===== config.mk =====
export PLATFORM = sky130hd
export DESIGN_NAME = pdcchqd_front
export DESIGN_NICKNAME = d
export VERILOG_FILES = /design/src/design/pdcchqd_pkg.sv /design/src/design/pdcchqd_fifo.sv /design/src/design/pdcchqd_front.sv
export SDC_FILE = /design/constraint.sdc
export NUM_CORES = 1
export LEC_CHECK = 0
export CAP_MARGIN = 20
export CORE_AREA = 8 8 142 144
export CTS_CLUSTER_SIZE = 14
export DETAILED_ROUTE_END_ITERATION = 7
export DIE_AREA = 0 0 150 152
export DONT_BUFFER_PORTS = 1
export PLACE_DENSITY = 0.69
export SYNTH_ARGS = -nofsm -noshare
export SYNTH_HDL_FRONTEND = slang
export SYNTH_SLANG_ARGS = --single-unit
export TNS_END_PERCENT = 100

===== constraint.sdc =====
create_clock -name i_clk -period 13.7 [get_ports i_clk]
set_clock_uncertainty 0.2 [all_clocks]
set_input_delay 2.74 -clock i_clk [delete_from_list [all_inputs] [get_ports i_clk]]
set_output_delay 2.74 -clock i_clk [all_outputs]
set_load 0.01 [all_outputs]

===== src/design/pdcchqd_pkg.sv =====
// Shared types and constants of the PDCCH quadruplet deinterleaver.
package pdcchqd_pkg;

    localparam int NUM_COL    = 32;
    localparam int COL_W      = 5;
    localparam int CELL_W     = 9;
    localparam int FIELD_W    = 16;
    localparam int NUM_COMP   = 8;
    localparam int CMDQ_DEPTH = 2;
    localparam int OUTQ_DEPTH = 8;

    // Column order of the sub-block interleaver and its inverse.
    localparam logic [COL_W-1:0] PERM [NUM_COL] = '{
        5'd1,  5'd17, 5'd9,  5'd25, 5'd5,  5'd21, 5'd13, 5'd29,
        5'd3,  5'd19, 5'd11, 5'd27, 5'd7,  5'd23, 5'd15, 5'd31,
        5'd0,  5'd16, 5'd8,  5'd24, 5'd4,  5'd20, 5'd12, 5'd28,
        5'd2,  5'd18, 5'd10, 5'd26, 5'd6,  5'd22, 5'd14, 5'd30
    };

    localparam logic [COL_W-1:0] INV_PERM [NUM_COL] = '{
        5'd16, 5'd0,  5'd24, 5'd8,  5'd20, 5'd4,  5'd28, 5'd12,
        5'd18, 5'd2,  5'd26, 5'd10, 5'd22, 5'd6,  5'd30, 5'd14,
        5'd17, 5'd1,  5'd25, 5'd9,  5'd21, 5'd5,  5'd29, 5'd13,
        5'd19, 5'd3,  5'd27, 5'd11, 5'd23, 5'd7,  5'd31, 5'd15
    };

    typedef enum logic {
        CMD_LOAD  = 1'b0,
        CMD_FETCH = 1'b1
    } t_cmd_op;

    typedef struct packed {
        t_cmd_op op;
        logic    last;
    } t_cmd_ctl;

    typedef struct packed {
        logic [NUM_COMP-1:0][FIELD_W-1:0] sym;
        logic                             last;
        logic                             overflow;
    } t_result;

endpackage


===== src/design/pdcchqd_fifo.sv =====
// Small first-word-fall-through queue built from registers.
module pdcchqd_fifo #(
    parameter int WIDTH = 8,
    parameter int DEPTH = 2
) (
    input  logic                       i_clk,
    input  logic                       i_rst_n,
    input  logic                       i_push,
    input  logic [WIDTH-1:0]           i_wdata,
    output logic                       o_full,
    input  logic                       i_pop,
    output logic [WIDTH-1:0]           o_rdata,
    output logic                       o_empty,
    output logic [$clog2(DEPTH+1)-1:0] o_count
);

    localparam int PW = (DEPTH > 1) ? $clog2(DEPTH) : 1;
    localparam int CW = $clog2(DEPTH + 1);

    logic [WIDTH-1:0] r_mem [DEPTH];
    logic [PW-1:0]    r_wr_ptr;
    logic [PW-1:0]    r_rd_ptr;
    logic [CW-1:0]    r_count;
    logic [PW-1:0]    n_wr_ptr;
    logic [PW-1:0]    n_rd_ptr;
    logic [CW-1:0]    n_count;
    logic             do_push;
    logic             do_pop;

    assign o_full  = (r_count == CW'(DEPTH));
    assign o_empty = (r_count == '0);
    assign o_count = r_count;
    assign o_rdata = r_mem[r_rd_ptr];
    assign do_push = i_push && !o_full;
    assign do_pop  = i_pop && !o_empty;

    always_comb begin
        n_wr_ptr = r_wr_ptr;
        n_rd_ptr = r_rd_ptr;
        n_count  = r_count;
        if (do_push) begin
            n_wr_ptr = (r_wr_ptr == PW'(DEPTH - 1)) ? '0 : r_wr_ptr + 1'b1;
        end
        if (do_pop) begin
            n_rd_ptr = (r_rd_ptr == PW'(DEPTH - 1)) ? '0 : r_rd_ptr + 1'b1;
        end
        if (do_push && !do_pop) begin
            n_count = r_count + 1'b1;
        end else if (do_pop && !do_push) begin
            n_count = r_count - 1'b1;
        end
    end

    always_ff @(posedge i_clk) begin
        if (!i_rst_n) begin
            r_wr_ptr <= '0;
            r_rd_ptr <= '0;
            r_count  <= '0;
        end else begin
            r_wr_ptr <= n_wr_ptr;
            r_rd_ptr <= n_rd_ptr;
            r_count  <= n_count;
        end
    end

    always_ff @(posedge i_clk) begin
        if (do_push) begin
            r_mem[r_wr_ptr] <= i_wdata;
        end
    end

endmodule


===== src/design/pdcchqd_front.sv =====
// Input side: takes each word, classifies it and queues it for the back end.
module pdcchqd_front #(
    parameter int SAMPLE_BITS = 16
) (
    input  logic                                                      i_clk,
    input  logic                                                      i_rst_n,
    input  logic                                                      i_push,
    output logic                                                      o_full,
    input  logic                                                      i_cmd,
    input  logic                                                      i_last_in,
    input  logic [pdcchqd_pkg::NUM_COMP-1:0][pdcchqd_pkg::FIELD_W-1:0] i_samples,
    output logic                                                      o_cmd_valid,
    output pdcchqd_pkg::t_cmd_ctl                                     o_cmd_ctl,
    output logic [pdcchqd_pkg::NUM_COMP*SAMPLE_BITS-1:0]              o_cmd_data,
    input  logic                                                      i_cmd_take
);

    localparam int DW = pdcchqd_pkg::NUM_COMP * SAMPLE_BITS;
    localparam int QW = $bits(pdcchqd_pkg::t_cmd_ctl) + DW;

    pdcchqd_pkg::t_cmd_ctl ctl;
    logic [DW-1:0]         data;
    logic                  q_empty;
    logic [QW-1:0]         q_rdata;
    logic [$clog2(pdcchqd_pkg::CMDQ_DEPTH+1)-1:0] q_count;

    // Each component is kept in SAMPLE_BITS bits, sign-extended or cut.
    always_comb begin
        logic signed [31:0] ext;
        ext      = '0;
        ctl.op   = i_cmd ? pdcchqd_pkg::CMD_FETCH : pdcchqd_pkg::CMD_LOAD;
        ctl.last = i_last_in;
        for (int k = 0; k < pdcchqd_pkg::NUM_COMP; k++) begin
            ext = 32'(signed'(i_samples[k]));
            data[k*SAMPLE_BITS +: SAMPLE_BITS] = ext[SAMPLE_BITS-1:0];
        end
    end

    pdcchqd_fifo #(
        .WIDTH (QW),
        .DEPTH (pdcchqd_pkg::CMDQ_DEPTH)
    ) u_cmd_queue (
        .i_clk   (i_clk),
        .i_rst_n (i_rst_n),
        .i_push  (i_push),
        .i_wdata ({ctl, data}),
        .o_full  (o_full),
        .i_pop   (i_cmd_take),
        .o_rdata (q_rdata),
        .o_empty (q_empty),
        .o_count (q_count)
    );

    assign o_cmd_valid = !q_empty && (q_count != '0);
    assign o_cmd_ctl   = pdcchqd_pkg::t_cmd_ctl'(q_rdata[QW-1:DW]);
    assign o_cmd_data  = q_rdata[DW-1:0];

endmodule


# Yosys cells after proc, flatten, opt, wreduce, memory -nomap -nowiden
# Memory sizes are Yosys's and may differ from the RTL's. A register that Yosys moved wholly into a read port is not among the register bits.
# Cells that the tools add are included.
[word_totals]
register_bits = 4
ram_bits = 260
in_bits = 134
output_inout_bits = 132
word_cells = 30
mem_count = 1
[op_classes]
add_sub_neg = 4
eq_ne = 1
muxes = 9
n_reduce_logical = 12
[memory_table]
columns = ["memory", "depth", "word_bits", "rd", "rd_clocked_by_memory_dff", "wr", "line_no", "rtl"]
rows = [
  ["u_cmd_queue.r_mem", 2, 130, 1, 1, 1, "pdcchqd_fifo.sv:20", "logic [WIDTH-1:0] r_mem [DEPTH];"],
]
[op_table]
columns = ["cell", "count"]
rows = [
  ["$mux W1", 7],
  ["$logic_and A1 B1 Y1", 5],
  ["$logic_not A1 Y1", 4],
  ["$mux W2", 2],
  ["$reduce_bool A2 Y1", 2],
  ["$add A1 B1 Y1 const B", 2],
  ["$add A2 B1 Y2 const B", 1],
  ["$eq A2 B2 Y1 const B", 1],
  ["$logic_not A2 Y1", 1],
  ["$sub A2 B1 Y2 const B", 1],
]

# Depth between registers and ports, before layout
[logic_depth]
ltp_word = 7
ltp_mapped = 7
ltp_nobuf = 7

# By module
# A second synthesis with hierarchy kept.
[unflattened]
hier_cells = 430
hier_area_um2 = 9650.5
[by_module_without_submodules]
columns = ["mod", "n_inst", "cells_each", "area_per_inst_um2", "seq_area_each_um2"]
rows = [
  ["pdcchqd_fifo", 1, 429, 9640.5, 7907.6],
  ["pdcchqd_front", 1, 1, 10.0, 0.0],
]

# Worst setup path after synthesis
# No wires, ideal clock.
[synth_path]
path_type = "in2reg"
from = "input i_push"
to = "memory u_cmd_queue.r_mem[0][0] (netlist name) (enable)"
setup_ns = 0.597
t_arrival_ns = 7.830
required_time_ns = 12.903
path_slack_ns = 5.073
stages = 2
n_path_buf = 0
path_cell_list = "inv_1 > nor3_2"
[synth_via]
elab_chain_len = 3
[synth_rtl]
columns = ["item", "line_no", "rtl"]
rows = [
  ["start: declaration", "pdcchqd_front.sv:7", "input logic i_push,"],
  ["$logic_and A1 B1 Y1", "pdcchqd_fifo.sv:34", "assign do_push = i_push && !o_full;"],
  ["$mux W1", "pdcchqd_fifo.sv:67", "if (do_push) begin"],
  ["$mux W1 (implied by the code)", "pdcchqd_fifo.sv:68", "r_mem[r_wr_ptr] <= i_wdata;"],
  ["end: declaration", "pdcchqd_fifo.sv:20", ""],
]
# Every way passes these cells.

==> results.md <==
* Final hold vios at 0
* DRT Pass-1 Iters at 4
* Clock Pin Slew Worst Setup and Hold Paths at 60 ps
* WS Path Type: reg -> out
* Fin. max-slew vios at 0
* Post-Route WL at 17.9 mm
* Unrepaired setup endpoints after global routing: false
* Ports at roughly 270
* First-pass GRT wire length at 25.7 mm
* Hold Crit Class: reg -> reg
* Synthesis-to-finish area growth at 11.7%
* Crit Path Max Fanout at 47
* Worst slew margin at between 30% and 40%
* FP Rows at 49
* Global route overflow at 0
* Initial antenna violation count at 0
* Tmin final at between 5000 and 6000 ps
* Area leader, netlist: edfxtp_1
* Drc violations at 0
* Synth unique cells at 22
* Post-DP HPWL at ~12 mm
* Vias per inst at 5.66
* Placed cell count at roughly 650
* Sequential area share after synthesis at about 82%
* Initial Utilization at 54.2%
* Pwr/cell area at 203 mW/mm2
* Port bufs at 0
* Fin crit share at 37.2%
* Endpoints failing setup at 0
* Crit. End Element: primary output
* Global Route Usage Sum at 14.8%
* Worst Path Required at around 11,000 ps
* Yosys warns at 0
* Share of cells above drive strength 1 at about two fifths
* Critical Path Source Type: register
* CTS Hold Bufs at 0
* Synthesized area per cell at about 22 um2
* RD Place Congestion at 0.720
* Buffer levels on the longest clock path at 3
* Remaining antenna violation count at 0
* Largest cells by area after synthesis: edfxtp_1 81%, mux2_2 15%, buf_6 1.2%
* Wire per inst at 25.7 um
* Vias after detailed routing at between 3,000 and 4,000
* Post-CTS setup buffers at 0
* CTS sink cnt at approximately 270
* Cts repair resizes at 0
* Initial DRC Count at ~150
* Pin count of the biggest net entering global routing at 85
* Layout Cells excl Fill at about 700
* Die Height at around 150 um
* Worst EP arrival at ~2200 ps
* Top cell type's share of synthesized area at 81.0%
* Syn_nets at about 560
* Max rail drop VDD at roughly 0.00016 V
* Post-Synthesis Cells at between 400 and 500
* H-Tree Depth at 1
* Slew at the pin with the worst max-slew slack at 942 ps
* Maxcap violations at 0
* Clk_lat worst skew at 510 ps
* DIE AREA at 0.0228 mm2
* Post-synthesis register bit count at 265
* Num CTS Buffers at 26
* Post-Syn Area at 0.00964 mm2
* Pleak at ~3.5 nW
* Final setup TNS at 0 ps
* Die Span X at 150 um
* Final Power at about 2.2 mW
* Core area at 0.0178 mm2
* Outcome: complete, no violations
* TritonCTS clock tree: yes
* Final #Nets at 583
* Root Driver: clkbuf_16
* N_diodes at 0
* Fmax at 196 MHz
* Vias in the first global route at between 4,000 and 5,000
flip-flops by register name, summed over array words and instances, names as in the netlist, named ones only:
name,count
u_cmd_queue.r_mem,260
u_cmd_queue.o_count,2
u_cmd_queue.r_wr_ptr,1
u_cmd_queue.r_rd_ptr,1
area by class of cell:
cell class | instances | area [um2]
clock inverter | 16 | 176
inverter | 2 | 7.51
multi-input combinational | 148 | 1600
timing repair buffer | 5 | 57.6
clock buffer | 32 | 724
sequential | 265 | 7910
tap | 229 | 287
fill | 1237 | 7010
per-layer routing:
metal	up-vias	share of wire (%)	GRT usage, %
met2	218	48	23.9
met1	1959	33	15.0
met4	0	1.9	4.19
met5	-	0	0
met3	26	18	10.4
li1	1739	-	-
cells in the final DEF, fill, tap and decap left out, types with 2 or more instances in the layout:
| cell | n |
|---|---|
| edfxtp_1 | 260 |
| clkbuf_1 | 2 |
| clkbuf_16 | 27 |
| and2_1 | 3 |
| buf_4 | 4 |
| dfxtp_1 | 4 |
| bufinv_16 | 4 |
| xnor2_1 | 2 |
| clkbuf_8 | 3 |
| clkinv_2 | 6 |
| inv_1 | 2 |
| clkinv_1 | 5 |
| mux2_2 | 130 |
Yosys cell counts:
cell / n
a21boi_0: 1
a21boi_1: 1
and2_1: 3
and3_1: 1
buf_2: 3
buf_4: 1
buf_6: 10
dfxtp_1: 5
edfxtp_1: 260
ha_1: 1
inv_1: 2
mux2_2: 130
nand2b_1: 1
nor2_1: 1
nor3_2: 1
o21a_1: 1
o21ai_0: 1
o21ai_1: 1
or2_2: 1
or3_1: 1
xnor2_1: 2
xor2_1: 1
per-stage QoR:
| stage | area (um2) | worst slack, ps | hold slack (ps) | utilization [%] |
|---|---|---|---|---|
| CTS | 10700 | 7940 | 333 | 60.4 |
| detailed placement | 9840 | 8500 | 318 | 55.3 |
| global placement | 9840 | 8570 | 289 | 55.3 |
| global route | 10800 | 8490 | 348 | 60.6 |
| finish | 10800 | 8600 | 332 | 60.6 |
| floorplan | 9640 | 5070 | 279 | - |
power by group:
part / switching (mW) / total, mW / internal (mW) / leakage [nW]
sequential: 0.0367 / 1.06 / 1.02 / 2.47
clock: 0.274 / 0.723 / 0.449 / 0.445
combinational: 0.246 / 0.403 / 0.157 / 0.571
kinds of logic after synthesis:
family	share of synthesized area (%)
simple gates	0.597
flops	82.0
mux	15.2
fa+ha+maj	0.130
xor+xnor	0.273
compound gates	0.337
buf+inv	1.48
worst max-delay path, cell delays in order, from the launching register on:
cell and delay, ps:
dfxtp_4 590, buf_4 560, mux2_2 450
path summary, 6_finish.rpt:
kind	start	endpoint	slack, ps	depth (start not counted)
setup / recovery	register	o_cmd_data[69]	8600	2
hold / removal	u_cmd_queue.o_count[1]$_SDFFE_PN0P_	u_cmd_queue.o_count[1]$_SDFFE_PN0P_	330	2
setup reg to reg	u_cmd_queue.o_count[0]$_SDFFE_PN0P_	u_cmd_queue.r_mem[1][122]$_DFFE_PP_	10810	3
hold reg to reg	u_cmd_queue.o_count[1]$_SDFFE_PN0P_	u_cmd_queue.o_count[1]$_SDFFE_PN0P_	330	2
Note: power is estimated with default switching activity, not from simulation.
