`src/design/pdcchqd_fifo.sv`:
```
// Small first-word-fall-through queue built from registers.
module pdcchqd_fifo #(
    parameter int WIDTH = 8,
    parameter int DEPTH = 2
) (
    input  logic                       i_clk,
    input  logic                       i_rst_n,
    input  logic                       i_push,
    input  logic [WIDTH-1:0]           i_wdata,
    output logic                       o_full,
    input  logic                       i_pop,
    output logic [WIDTH-1:0]           o_rdata,
    output logic                       o_empty,
    output logic [$clog2(DEPTH+1)-1:0] o_count
);

    localparam int PW = (DEPTH > 1) ? $clog2(DEPTH) : 1;
    localparam int CW = $clog2(DEPTH + 1);

    logic [WIDTH-1:0] r_mem [DEPTH];
    logic [PW-1:0]    r_wr_ptr;
    logic [PW-1:0]    r_rd_ptr;
    logic [CW-1:0]    r_count;
    logic [PW-1:0]    n_wr_ptr;
    logic [PW-1:0]    n_rd_ptr;
    logic [CW-1:0]    n_count;
    logic             do_push;
    logic             do_pop;

    assign o_full  = (r_count == CW'(DEPTH));
    assign o_empty = (r_count == '0);
    assign o_count = r_count;
    assign o_rdata = r_mem[r_rd_ptr];
    assign do_push = i_push && !o_full;
    assign do_pop  = i_pop && !o_empty;

    always_comb begin
        n_wr_ptr = r_wr_ptr;
        n_rd_ptr = r_rd_ptr;
        n_count  = r_count;
        if (do_push) begin
            n_wr_ptr = (r_wr_ptr == PW'(DEPTH - 1)) ? '0 : r_wr_ptr + 1'b1;
        end
        if (do_pop) begin
            n_rd_ptr = (r_rd_ptr == PW'(DEPTH - 1)) ? '0 : r_rd_ptr + 1'b1;
        end
        if (do_push && !do_pop) begin
            n_count = r_count + 1'b1;
        end else if (do_pop && !do_push) begin
            n_count = r_count - 1'b1;
        end
    end

    always_ff @(posedge i_clk) begin
        if (!i_rst_n) begin
            r_wr_ptr <= '0;
            r_rd_ptr <= '0;
            r_count  <= '0;
        end else begin
            r_wr_ptr <= n_wr_ptr;
            r_rd_ptr <= n_rd_ptr;
            r_count  <= n_count;
        end
    end

    always_ff @(posedge i_clk) begin
        if (do_push) begin
            r_mem[r_wr_ptr] <= i_wdata;
        end
    end

endmodule

```
`config.mk`:
```
export PLATFORM = sky130hd
export DESIGN_NAME = pdcchqd_fifo
export DESIGN_NICKNAME = d
export VERILOG_FILES = /design/src/design/pdcchqd_fifo.sv
export SDC_FILE = /design/constraint.sdc
export NUM_CORES = 1
export LEC_CHECK = 0
export ABC_AREA = 1
export BUFFER_PORTS_ARGS = -buffer_cell sky130_fd_sc_hd__buf_2
export CORE_MARGIN = 8
export CORE_UTILIZATION = 48
export DETAILED_ROUTE_END_ITERATION = 8
export PLACE_DENSITY = 0.73
export SLEW_MARGIN = 25
export SYNTH_ARGS = -nofsm -noshare
export SYNTH_HDL_FRONTEND = slang
export SYNTH_SLANG_ARGS = --single-unit
export TNS_END_PERCENT = 100
```
`constraint.sdc`:
```
create_clock -name i_clk -period 1.7 [get_ports i_clk]
set_input_delay 0.34 -clock i_clk [delete_from_list [all_inputs] [get_ports i_clk]]
set_output_delay 0.34 -clock i_clk [all_outputs]
set_load 0.005 [all_outputs]
```
# Yosys cells after proc, flatten, opt, wreduce, memory -nomap -nowiden

Memory sizes are Yosys's and may differ from the RTL's. A register that Yosys moved wholly into a read port is not among the register bits.
Index checks and enable logic that the tools add are counted.

Bits in read-only memories: 0
Input port bits: 12
Memories: 1
Register bits: 4
RAM bits: 16
Latch bits: 0
Output and inout port bits: 12

Shift-type cells: 0
Mux-type cells: 8
Eq/ne operators: 1
Multiply operators: 0
Divide/modulo/power cells: 0
Reduce and logical (&&, ||, !) cells: 10
Bitwise logic cells: 0
Order comparisons: 0
$add $sub $neg: 4

Memories:

| name  | depth | bits a word | rd ports | clocked after memory_dff | wr ports | line | text |
|---|---|---|---|---|---|---|---|
| r_mem | 2     | 8           | 1        | 1                        | 1        | 20   | `logic [WIDTH-1:0] r_mem [DEPTH];` |

Operator list:

| operator                                                            | count |
|---|---|
| 1-bit two-way mux                                                   | 6 |
| 1-bit logical AND                                                   | 4 |
| 1-bit logical NOT                                                   | 4 |
| 2-bit two-way mux                                                   | 2 |
| 1-bit adder (second input constant)                                 | 2 |
| 2-bit by 1-bit adder with 2-bit output (second input constant)      | 1 |
| 2-bit == test (second input constant)                               | 1 |
| 2-bit logical NOT                                                   | 1 |
| 2-bit nonzero test                                                  | 1 |
| 2-bit by 1-bit subtractor with 2-bit output (second input constant) | 1 |

# Logic depth before layout (Yosys ltp)

Gate-level depths: netlist of the first run.

Word-level depth: 7
Depth in mapped cells: 10

# Worst setup path before layout of the first run

Ideal clock, no wire load.

Path kind: register -> register
Start point: register r_count[0] (netlist: o_count[0])
End point: register r_count[1] (netlist: o_count[1])
Data required time: 1.636 ns
Arrival: 1.276 ns
Buffers on the path: 0
Stages on the path, launching flop included: 10
Path slack: 0.360 ns
Cells stage by stage: dfxtp_1 -> nor2_1 -> nor2_2 -> inv_1 -> ha_1 -> inv_1 -> nand3_1 -> nand2_1 -> inv_1 -> nor2_1

Cells in the longest elaborated chain, start to end: 6
Elaborated cells on any way between the ends: 15
Classes of those cells: add/sub: 2; eq/ne: 1; mux: 2; reduce/logical: 10

Ends and longest elaborated chain:

| element                                                        | line | text |
|---|---|---|
| start, declared                                                | 23   | `logic [CW-1:0] r_count;` |
| start signal, assigned                                         | 62   | `r_count <= n_count;` |
| 2-bit logical NOT *                                            | 31   | `assign o_empty = (r_count == '0);` |
| via o_empty                                                    | 13   | `output logic o_empty,` |
| 1-bit logical NOT *                                            | 35   | `assign do_pop = i_pop && !o_empty;` |
| 1-bit logical AND *                                            | 35   |  |
| 1-bit logical NOT                                              | 47   | `if (do_push && !do_pop) begin` |
| 1-bit logical AND                                              | 47   |  |
| 2-bit two-way mux / 2-bit nonzero test (equally long branches) | -    |  |

The timed path passes the listed nets; every way through them passes the cells marked *. The select of a mux whose other input is x is not followed.
A chain may end at the register's enable or synchronous reset.

==> results.py, run 1 <==
metrics = {
    "pwr": {
        "netSwitchingFraction": 0.309,
        "clock_power_share": 0.165,
        "leakagePower_nw": 0.428,
        "reg_power_frac": 0.524,
        "p_sw_mw": 0.427,
        "power.ir.vdd_worst_mv": 0.835,
        "internal-power_mw": 0.953,
        "combinationalPowerShare": 0.310,
        "power_density_nw_per_um2": 1380,
    },
    "placed_design": {
        "finalWeightedCongestion": 0.726,
        "preCtsSetupSlack_ps": 232,
        "port-buffer-count": 23,
        "hpwl_um": 1130,
    },
    "finish": {
        "drive_gt1_frac": 0.440,
        "synthToLayoutAreaGrowth_pct": 21.1,
        "fin_util": 0.597,
        "num_antenna_cells": 0,
        "final_nets": 105,
    },
    "synth": {
        "post-synth-top-area-fraction": 0.584,
        "mappedNetlistNets": 76,
        "synth_common_cells": "sky130_fd_sc_hd__edfxtp_1, sky130_fd_sc_hd__nor2_1, sky130_fd_sc_hd__inv_1, sky130_fd_sc_hd__mux2_2, sky130_fd_sc_hd__nand2_1",
        "ys.warnings.count": 0,
        "ys_top_cells_by_area": "sky130_fd_sc_hd__edfxtp_1, sky130_fd_sc_hd__dfxtp_1, sky130_fd_sc_hd__mux2_2",
        "seq_area_frac_synth": 0.705,
        "synthArstFlopShare": 0,
        "yosys_register_bits": 21,
        "synth.lib_cells_used.distinct": 15,
        "synth.largest_area_cell": "sky130_fd_sc_hd__edfxtp_1",
        "post-synth-top-count-cell": "sky130_fd_sc_hd__edfxtp_1",
        "synth_flop_cell": "sky130_fd_sc_hd__edfxtp_1",
        "mappedNetlistArea_um2": 823,
        "post_synth_inst_count": 63,
        "edff_count_synth": 16,
        "syn_avg_cell_area_um2": 13.1,
    },
    "timing": {
        "maxClockFrequency_ghz": 0.639,
        "slew_headroom": 0.850,
        "hold_viol": 0,
        "final_max_slew_viol_count": 0,
        "period_share": 0.921,
        "worst_slew_pin_slew_ps": 225,
        "rsz_0062_raised_after_global_routing": "false",
        "finalSetupViolations": 0,
        "fin_setup_tns_ps": 0,
        "postLayoutSetupSlackWorst_ps": 134,
        "finalWorstPathRequiredPeriod_ps": 1570,
        "clock-skew-final_ps": 8.55,
    },
    "global_route": {
        "via_count_of_the_first_global_routing_pass": 621,
        "grt-ovfl-total": 0,
        "grt_first_pass_wirelength_um": 2530,
        "grt_usage": 0.0991,
        "grt_antenna_before_repair": 0,
        "largest_net_degree_at_the_start_of_global_routing": 12,
    },
    "critical_path": {
        "crit_fanout": 8,
        "crit_type": "reg -> out",
        "critPathArrivalTime_ps": 1230,
        "cp_data_required_time_ps": 1360,
        "timing.reg2reg.worst_path_depth": 9,
        "critical_path.endpoint_type": "output pin",
        "worst_setup_path_start_kind": "flop",
    },
    "cts": {
        "clk_root_buffer_cell": "sky130_fd_sc_hd__clkbuf_4",
        "clock_edge_transition_at_the_registers_on_the_reported_setup_and_hold_paths_ps": 110,
        "htree_depth": 1,
        "numCtsBuffers": 3,
        "insertion_delay_to_the_later_sink_of_the_worst_skew_pair_ps": 290,
        "cts_tree": "yes",
        "tritoncts_num_sinks": 21,
        "clockBufferDepth": 2,
        "post_cts_setup_inserts": 0,
    },
    "floorplan": {
        "die_area_um2": 3300,
        "die-height_um": 57.4,
        "floorplan.initialDensity": 0.493,
        "placementRows": 15,
        "core_um2": 1670,
        "top_level_ports": 24,
        "die-width_um": 57.4,
    },
    "hold_path": {
        "type_of_the_tightest_min_delay_check": "in -> reg",
        "hold-path-cell-count": 1,
    },
    "drt": {
        "drt-wirelength-per-cell_um": 13.5,
        "ant_nets": 0,
        "route.vias.total": 560,
        "drt-initial-drc-count": 14,
        "remaining_drc_errors": 0,
        "wirelength_um": 1460,
        "routed_via_density": 5.19,
        "drt-pass1-iter-count": 4,
    },
    "run_status": {
        "status": "complete, no violations",
    },
    "run": {
        "maxCapViolations": 0,
    },
}
## area by class of cell
cell class	count	area [um2]
fill	138	673
tap	17	21.3
inverter	9	33.8
multi-input combinational	32	204
clock buffer	4	26.3
sequential	21	582
timing repair buffer	25	130
## routing by layer
layer / part of all wire / track usage
met4: 0.0082 / 0.0429
met1: 0.40 / 0.0914
met5: 0 / 0
met3: 0.042 / 0.0314
met2: 0.55 / 0.191
## through the flow
step,hold WS (ps),cell area [um2],instances,total power [mW]
after global placement,479,970,104,1.14
after floorplan,439,823,63,0.984
after detailed placement,494,970,104,1.16
final,229,997,108,1.38
after CTS,223,997,108,1.40
after global routing,212,997,108,1.48
## power by group through the flow
stage / clock [mW] / combinational [mW] / sequential [mW]
4_1_cts: 0.235 / 0.435 / 0.726
2_1_floorplan: 0 / 0.277 / 0.707
3_5_place_dp: 0 / 0.431 / 0.734
5_1_grt: 0.256 / 0.482 / 0.741
3_3_place_gp: 0 / 0.414 / 0.729
6_report: 0.228 / 0.428 / 0.723
## sequential cells by signal, summed over array words and instances (netlist names), named ones only
name	count
r_mem	16
r_rd_ptr	1
r_wr_ptr	1
o_count	2
## final timing paths
check                          start                 endpoint  slack (ps)
min reg2reg    r_rd_ptr$_SDFFE_PN0P_    r_rd_ptr$_SDFFE_PN0P_         520
max reg2reg  o_count[0]$_SDFFE_PN0P_  o_count[1]$_SDFFE_PN0P_         210
min                       i_wdata[0]    r_mem[1][0]$_DFFE_PP_         230
max                             flop               o_rdata[6]         130
## what timing repair did
| item | in CTS | in global routing |
|---|---|---|
| gates resized for setup | 1 | 0 |
| setup endpoints to repair | 5 | 0 |
| hold buffers | 0 | 0 |
## cell usage in the layout, fill, tap and decap left out, drive strengths merged
cell and instances:
nand4 1, mux2 8, nor2 11, a21oi 1, edfxtp 16, nand3 1, inv 9, nand2 6
ha 1, clkbuf 4, buf 25, dfxtp 5, o21ai 3
## critical path: stages, from the launching register on
cell	delay (ps)
sky130_fd_sc_hd__dfxtp_2	450
sky130_fd_sc_hd__mux2_2	360
sky130_fd_sc_hd__buf_2	130
## cell families (layout without fill, tap and decap cells)
| kind of cell | count (synthesis) | after routing | synth area share |
|---|---|---|---|
| flops | 21 | 21 | 0.705 |
| fa+ha+maj | 1 | 1 | 0.0152 |
| mux | 8 | 8 | 0.109 |
| simple gates | 19 | 19 | 0.0942 |
| buf+inv | 10 | 38 | 0.0471 |
| compound gates | 4 | 4 | 0.0289 |
(Power assumes the default switching activity.)
==> run 2, diff against run 1 <==
- RECOVER_POWER: unset -> 50
==> run 2 against run 1 <==
Fmax is 0.45% higher. Largest cell class unchanged. Total power shrank 0.80%. Non-clock buffer count is the same. Critical path depth is the same. Via count is the same. Clock power hardly changed. Utilization down 0.37 points. Clock-buffer cell count stayed put. Combinational power decreased by 2%. Cell count did not move. Critical endpoint unchanged. Critical path type unchanged. Highest routed layer unchanged. Routed wire length is the same.
==> results.py, run 2 (synthesized netlist as in run 1, its figures left out) <==
metrics = {
    "cts": {
        "post_cts_setup_inserts": 0,
        "insertion_delay_to_the_later_sink_of_the_worst_skew_pair_ps": 290,
        "numCtsBuffers": 3,
        "cts_tree": "yes",
        "htree_depth": 1,
        "hold_buffers": 0,
        "tritoncts_num_sinks": 21,
        "clk_root_buffer_cell": "sky130_fd_sc_hd__clkbuf_4",
        "clockBufferDepth": 2,
        "clock_edge_transition_at_the_registers_on_the_reported_setup_and_hold_paths_ps": 110,
    },
    "timing": {
        "clock-skew-final_ps": 5.39,
        "worst_slew_pin_slew_ps": 498,
        "final_max_slew_viol_count": 0,
        "rsz_0062_raised_after_global_routing": "false",
        "slew_headroom": 0.668,
        "fin_setup_tns_ps": 0,
        "maxClockFrequency_ghz": 0.642,
        "period_share": 0.917,
        "hold_viol": 0,
        "finalWorstPathRequiredPeriod_ps": 1560,
        "finalSetupViolations": 0,
    },
    "critical_path": {
        "timing.critical_path.slowest_stage_cell": "sky130_fd_sc_hd__dfxtp_2",
        "critical_path.endpoint_type": "output pin",
        "cp_slowest_stage_delay_ps": 450,
        "worst_setup_path_start_kind": "flop",
        "critical_path.cell_chain": "mux2_2 -> buf_2",
        "cp_data_required_time_ps": 1360,
        "crit_type": "reg -> out",
        "crit_fanout": 8,
        "critPathArrivalTime_ps": 1220,
    },
    "global_route": {
        "met1_usage": 0.0914,
        "grt_usage": 0.0991,
        "grt_busiest_layer": "met2",
        "grt_first_pass_wirelength_um": 2530,
        "groute.layer.met3.usage": 0.0314,
        "grt-ovfl-total": 0,
        "largest_net_degree_at_the_start_of_global_routing": 12,
        "globalRouteMet2Util": 0.191,
        "via_count_of_the_first_global_routing_pass": 621,
        "grt_antenna_before_repair": 0,
    },
    "hold_path": {
        "type_of_the_tightest_min_delay_check": "in -> reg",
    },
    "finish": {
        "layout.filler_cells": 141,
        "regMostFlops": "r_mem",
        "leading_cell_types_in_the_layout_fill_and_taps_excluded": "sky130_fd_sc_hd__buf_2, sky130_fd_sc_hd__edfxtp_1, sky130_fd_sc_hd__nor2_1, sky130_fd_sc_hd__mux2_2, sky130_fd_sc_hd__inv_1",
        "layout.cells.most_common": "sky130_fd_sc_hd__buf_2",
        "postLayoutCellArea_um2": 991,
        "num_antenna_cells": 0,
        "drive_gt1_frac": 0.407,
        "largest_register_ff_count": 16,
        "synthToLayoutAreaGrowth_pct": 20.4,
        "final_nets": 105,
    },
    "drt": {
        "drt-wirelength-per-cell_um": 13.5,
        "wirelength_um": 1460,
        "remaining_drc_errors": 0,
        "drt-initial-drc-count": 9,
        "drt-pass1-iter-count": 4,
        "routed_via_density": 5.19,
        "ant_nets": 0,
        "route.vias.total": 560,
    },
    "placed_design": {
        "finalWeightedCongestion": 0.726,
        "hpwl_um": 1130,
        "port-buffer-count": 23,
        "placed_area_um2": 970,
    },
    "floorplan": {
        "core_um2": 1670,
        "floorplan.initialDensity": 0.493,
        "die-width_um": 57.4,
        "die-height_um": 57.4,
        "placementRows": 15,
        "die_area_um2": 3300,
        "top_level_ports": 24,
    },
    "run_status": {
        "status": "complete, no violations",
    },
    "pwr": {
        "leakagePower_nw": 0.418,
        "power.ir.vdd_worst_mv": 0.822,
        "power_density_nw_per_um2": 1380,
    },
    "run": {
        "maxCapViolations": 0,
    },
}
==> run 2: worst paths after layout <==
path	cells after the start	slack [ps]	end	from
hold reg to reg	2	520	r_rd_ptr$_SDFFE_PN0P_	r_rd_ptr$_SDFFE_PN0P_
hold / removal	1	230	r_mem[1][0]$_DFFE_PP_	i_wdata[0]
setup / recovery	2	140	o_rdata[6]	flop
setup reg to reg	9	210	o_count[1]$_SDFFE_PN0P_	o_count[1]$_SDFFE_PN0P_
==> run 2: cell type report <==
class,count,area (um2),area share
clock buffer,4,26.3,0.0265
timing repair buffer,25,124,0.125
multi-input combinational,32,204,0.206
sequential,21,582,0.587
tap,17,21.3,0.0215
inverter,9,33.8,0.0341
==> run 2: per-stage QoR <==
step | std cells | hold slack, ps | worst slack (ps) | utilization | power [mW]
after floorplan | 63 | 439 | 360 | - | 0.984
after global placement | 104 | 479 | 328 | 0.581 | 1.14
after detailed placement | 104 | 494 | 232 | 0.581 | 1.16
after CTS | 108 | 223 | 116 | 0.597 | 1.40
after global routing | 108 | 212 | 49.4 | 0.593 | 1.47
final | 108 | 233 | 142 | 0.593 | 1.37
==> run 2: per-layer routing <==
| layer | wire length, um | part of all wire |
|---|---|---|
| met1 | 574 | 0.39 |
| met2 | 809 | 0.56 |
| met3 | 61 | 0.042 |
| met4 | 12 | 0.0082 |
| met5 | 0 | 0 |
==> run 2: what timing repair did <==
item / CTS / global route
setup endpoints to repair: 5 / 0
endpoints found under the hold margin: 0 / 0
resized for setup: 1 / 0
==> run 2: power breakdown <==
group          total [mW]  switching, mW  leakage, nW  internal [mW]
logic               0.420          0.223        0.212          0.197
registers           0.724         0.0668        0.191          0.657
clock network       0.225          0.134       0.0150         0.0910
total                1.37          0.424        0.418          0.945
==> run 2: critical path, delay by kind of cell (launching register included) <==
family / cells / cell delay (ps)
buffers and inverters: 1 / 130
DFF: 1 / 450
muxes: 1 / 360
==> run 3, diff against run 2 <==
- REMOVE_ABC_BUFFERS: unset -> 1
==> run 3 against run 2 <==
Sequential share of layout area fell by 0.44 points. Highest routed layer unchanged. Critical endpoint is now o_rdata[7]. Fmax shrank 0.15%. Largest power group unchanged. Combinational power fell by 1%. Largest cell class unchanged. Routed wire length shrank 6.0%.
==> results.py, run 3 (synthesized netlist as in run 1, its figures left out) <==
metrics = {
    "run_status": {
        "status": "complete, no violations",
    },
    "cts": {
        "clock_edge_transition_at_the_registers_on_the_reported_setup_and_hold_paths_ps": 110,
        "htree_depth": 1,
        "cts_tree": "yes",
        "clk_root_buffer_cell": "sky130_fd_sc_hd__clkbuf_4",
        "insertion_delay_to_the_later_sink_of_the_worst_skew_pair_ps": 290,
        "numCtsBuffers": 3,
        "clockBufferDepth": 2,
        "tritoncts_num_sinks": 21,
        "post_cts_setup_inserts": 0,
    },
    "critical_path": {
        "critPathArrivalTime_ps": 1220,
        "crit-reg2reg-capture": "o_count[1]$_SDFFE_PN0P_",
        "crit_type": "reg -> out",
        "timing.critical_path.slowest_stage_cell": "sky130_fd_sc_hd__dfxtp_2",
        "endpoint_of_the_most_critical_setup_path": "o_rdata[7]",
        "cp_data_required_time_ps": 1360,
        "crit_fanout": 8,
        "worst_setup_slack_for_register_to_register_paths_ps": 290,
        "cp_slowest_stage_delay_ps": 450,
        "critical_path.endpoint_type": "output pin",
        "timing.reg2reg.worst_path_depth": 9,
        "reg2reg_from": "o_count[0]$_SDFFE_PN0P_",
        "critical_path.cell_chain": "mux2_2 -> buf_2",
        "worst_setup_path_start_kind": "flop",
    },
    "drt": {
        "drt-initial-drc-count": 14,
        "remaining_drc_errors": 0,
        "drt-wirelength-per-cell_um": 12.6,
        "drt-pass1-iter-count": 4,
        "route.vias.total": 520,
        "ant_nets": 0,
        "routed_via_density": 4.77,
        "wirelength_um": 1370,
    },
    "finish": {
        "final_nets": 106,
        "multiInputGateArea_um2": 204,
        "num_antenna_cells": 0,
        "drive_gt1_frac": 0.413,
        "synthToLayoutAreaGrowth_pct": 21.3,
        "area.sequential_um2": 582,
        "layout.cells.most_common": "sky130_fd_sc_hd__buf_2",
        "largest_register_ff_count": 16,
        "leading_cell_types_in_the_layout_fill_and_taps_excluded": "sky130_fd_sc_hd__buf_2, sky130_fd_sc_hd__edfxtp_1, sky130_fd_sc_hd__nor2_1, sky130_fd_sc_hd__mux2_2, sky130_fd_sc_hd__inv_1",
        "stdcell_count": 109,
        "layout.filler_cells": 127,
        "regMostFlops": "r_mem",
    },
    "placed_design": {
        "finalWeightedCongestion": 0.679,
        "hpwl_um": 1070,
        "port-buffer-count": 23,
        "preCtsSetupSlack_ps": 308,
        "place_inst": 105,
    },
    "global_route": {
        "grt_first_pass_wirelength_um": 2150,
        "largest_net_degree_at_the_start_of_global_routing": 13,
        "grt_antenna_before_repair": 0,
        "grt_usage": 0.0876,
        "grt-ovfl-total": 0,
        "via_count_of_the_first_global_routing_pass": 531,
    },
    "floorplan": {
        "placementRows": 15,
        "die-width_um": 57.4,
        "floorplan.initialDensity": 0.493,
        "core_um2": 1670,
        "die-height_um": 57.4,
        "die_area_um2": 3300,
        "top_level_ports": 24,
    },
    "timing": {
        "worst_hold_slack_ps": 225,
        "slew_headroom": 0.690,
        "maxClockFrequency_ghz": 0.641,
        "postLayoutSetupSlackWorst_ps": 139,
        "finalWorstPathRequiredPeriod_ps": 1560,
        "hold_viol": 0,
        "period_share": 0.918,
        "fin_setup_tns_ps": 0,
        "final_max_slew_viol_count": 0,
        "finalSetupViolations": 0,
        "worst_slew_pin_slew_ps": 465,
        "clock-skew-final_ps": 9.00,
        "rsz_0062_raised_after_global_routing": "false",
    },
    "pwr": {
        "leakagePower_nw": 0.424,
        "power_density_nw_per_um2": 1360,
        "power.ir.vdd_worst_mv": 0.689,
    },
    "run": {
        "maxCapViolations": 0,
    },
    "hold_path": {
        "type_of_the_tightest_min_delay_check": "in -> reg",
        "hold-path-cell-count": 1,
    },
}
run 3: cell count changes in the layout (fill, tap and decap cells not counted):
cell,delta
sky130_fd_sc_hd__buf_2,-1
sky130_fd_sc_hd__buf_4,+1
sky130_fd_sc_hd__clkinv_2,+1
run 3: worst min-delay path by stage:
stage | startpoint | to | slack (ps)
finish | i_wdata[3] | r_mem[0][3]$_DFFE_PP_ | 220
global route | i_wdata[0] | r_mem[1][0]$_DFFE_PP_ | 200
CTS | i_wdata[5] | r_mem[1][5]$_DFFE_PP_ | 220
detailed placement | r_rd_ptr$_SDFFE_PN0P_ | flop | 490
global placement | r_rd_ptr$_SDFFE_PN0P_ | r_rd_ptr$_SDFFE_PN0P_ | 490
floorplan | i_wdata[0] | r_mem[0][0]$_DFFE_PP_ | 440
run 3: critical path, delay by kind of cell, from the launching register on:
kind	cells	cell delay, ps
buffers and inverters	1	130
flip-flops	1	450
multiplexers	1	360
run 3: layout make-up:
type / count / share of cell area
clock buffer: 3 / 0.0226
clock inverter: 1 / 0.00501
inverter: 9 / 0.0338
multi-input combinational: 32 / 0.204
sequential: 21 / 0.583
tap: 17 / 0.0213
timing repair buffer: 26 / 0.130
run 3: per-layer routing:
| layer | wire length [um] | GRT usage | vias up |
|---|---|---|---|
| met5 | 0 | 0 | - |
| met4 | 15 | 0.0536 | 0 |
| met3 | 93 | 0.0336 | 2 |
| met2 | 702 | 0.153 | 15 |
| met1 | 558 | 0.0850 | 229 |
| li1 | - | - | 274 |
run 3: per-stage QoR:
stage                util  instance area [um2]  power [mW]
floorplan               -                  818       0.979
global placement    0.585                  977        1.15
detailed placement  0.585                  977        1.16
finish              0.598                  998        1.36
global route        0.598                  998        1.46
CTS                 0.602                 1010        1.39
run 3: power by group:
group          switching (mW)  internal, mW
Sequential             0.0644         0.657
Combinational           0.212         0.203
Clock                   0.137        0.0874
run 3: timing repair:
item | 4_1_cts | 5_1_grt
gates resized for setup | 1 | 0
endpoints found under the setup margin | 1 | 0
hold buffers | 0 | 0
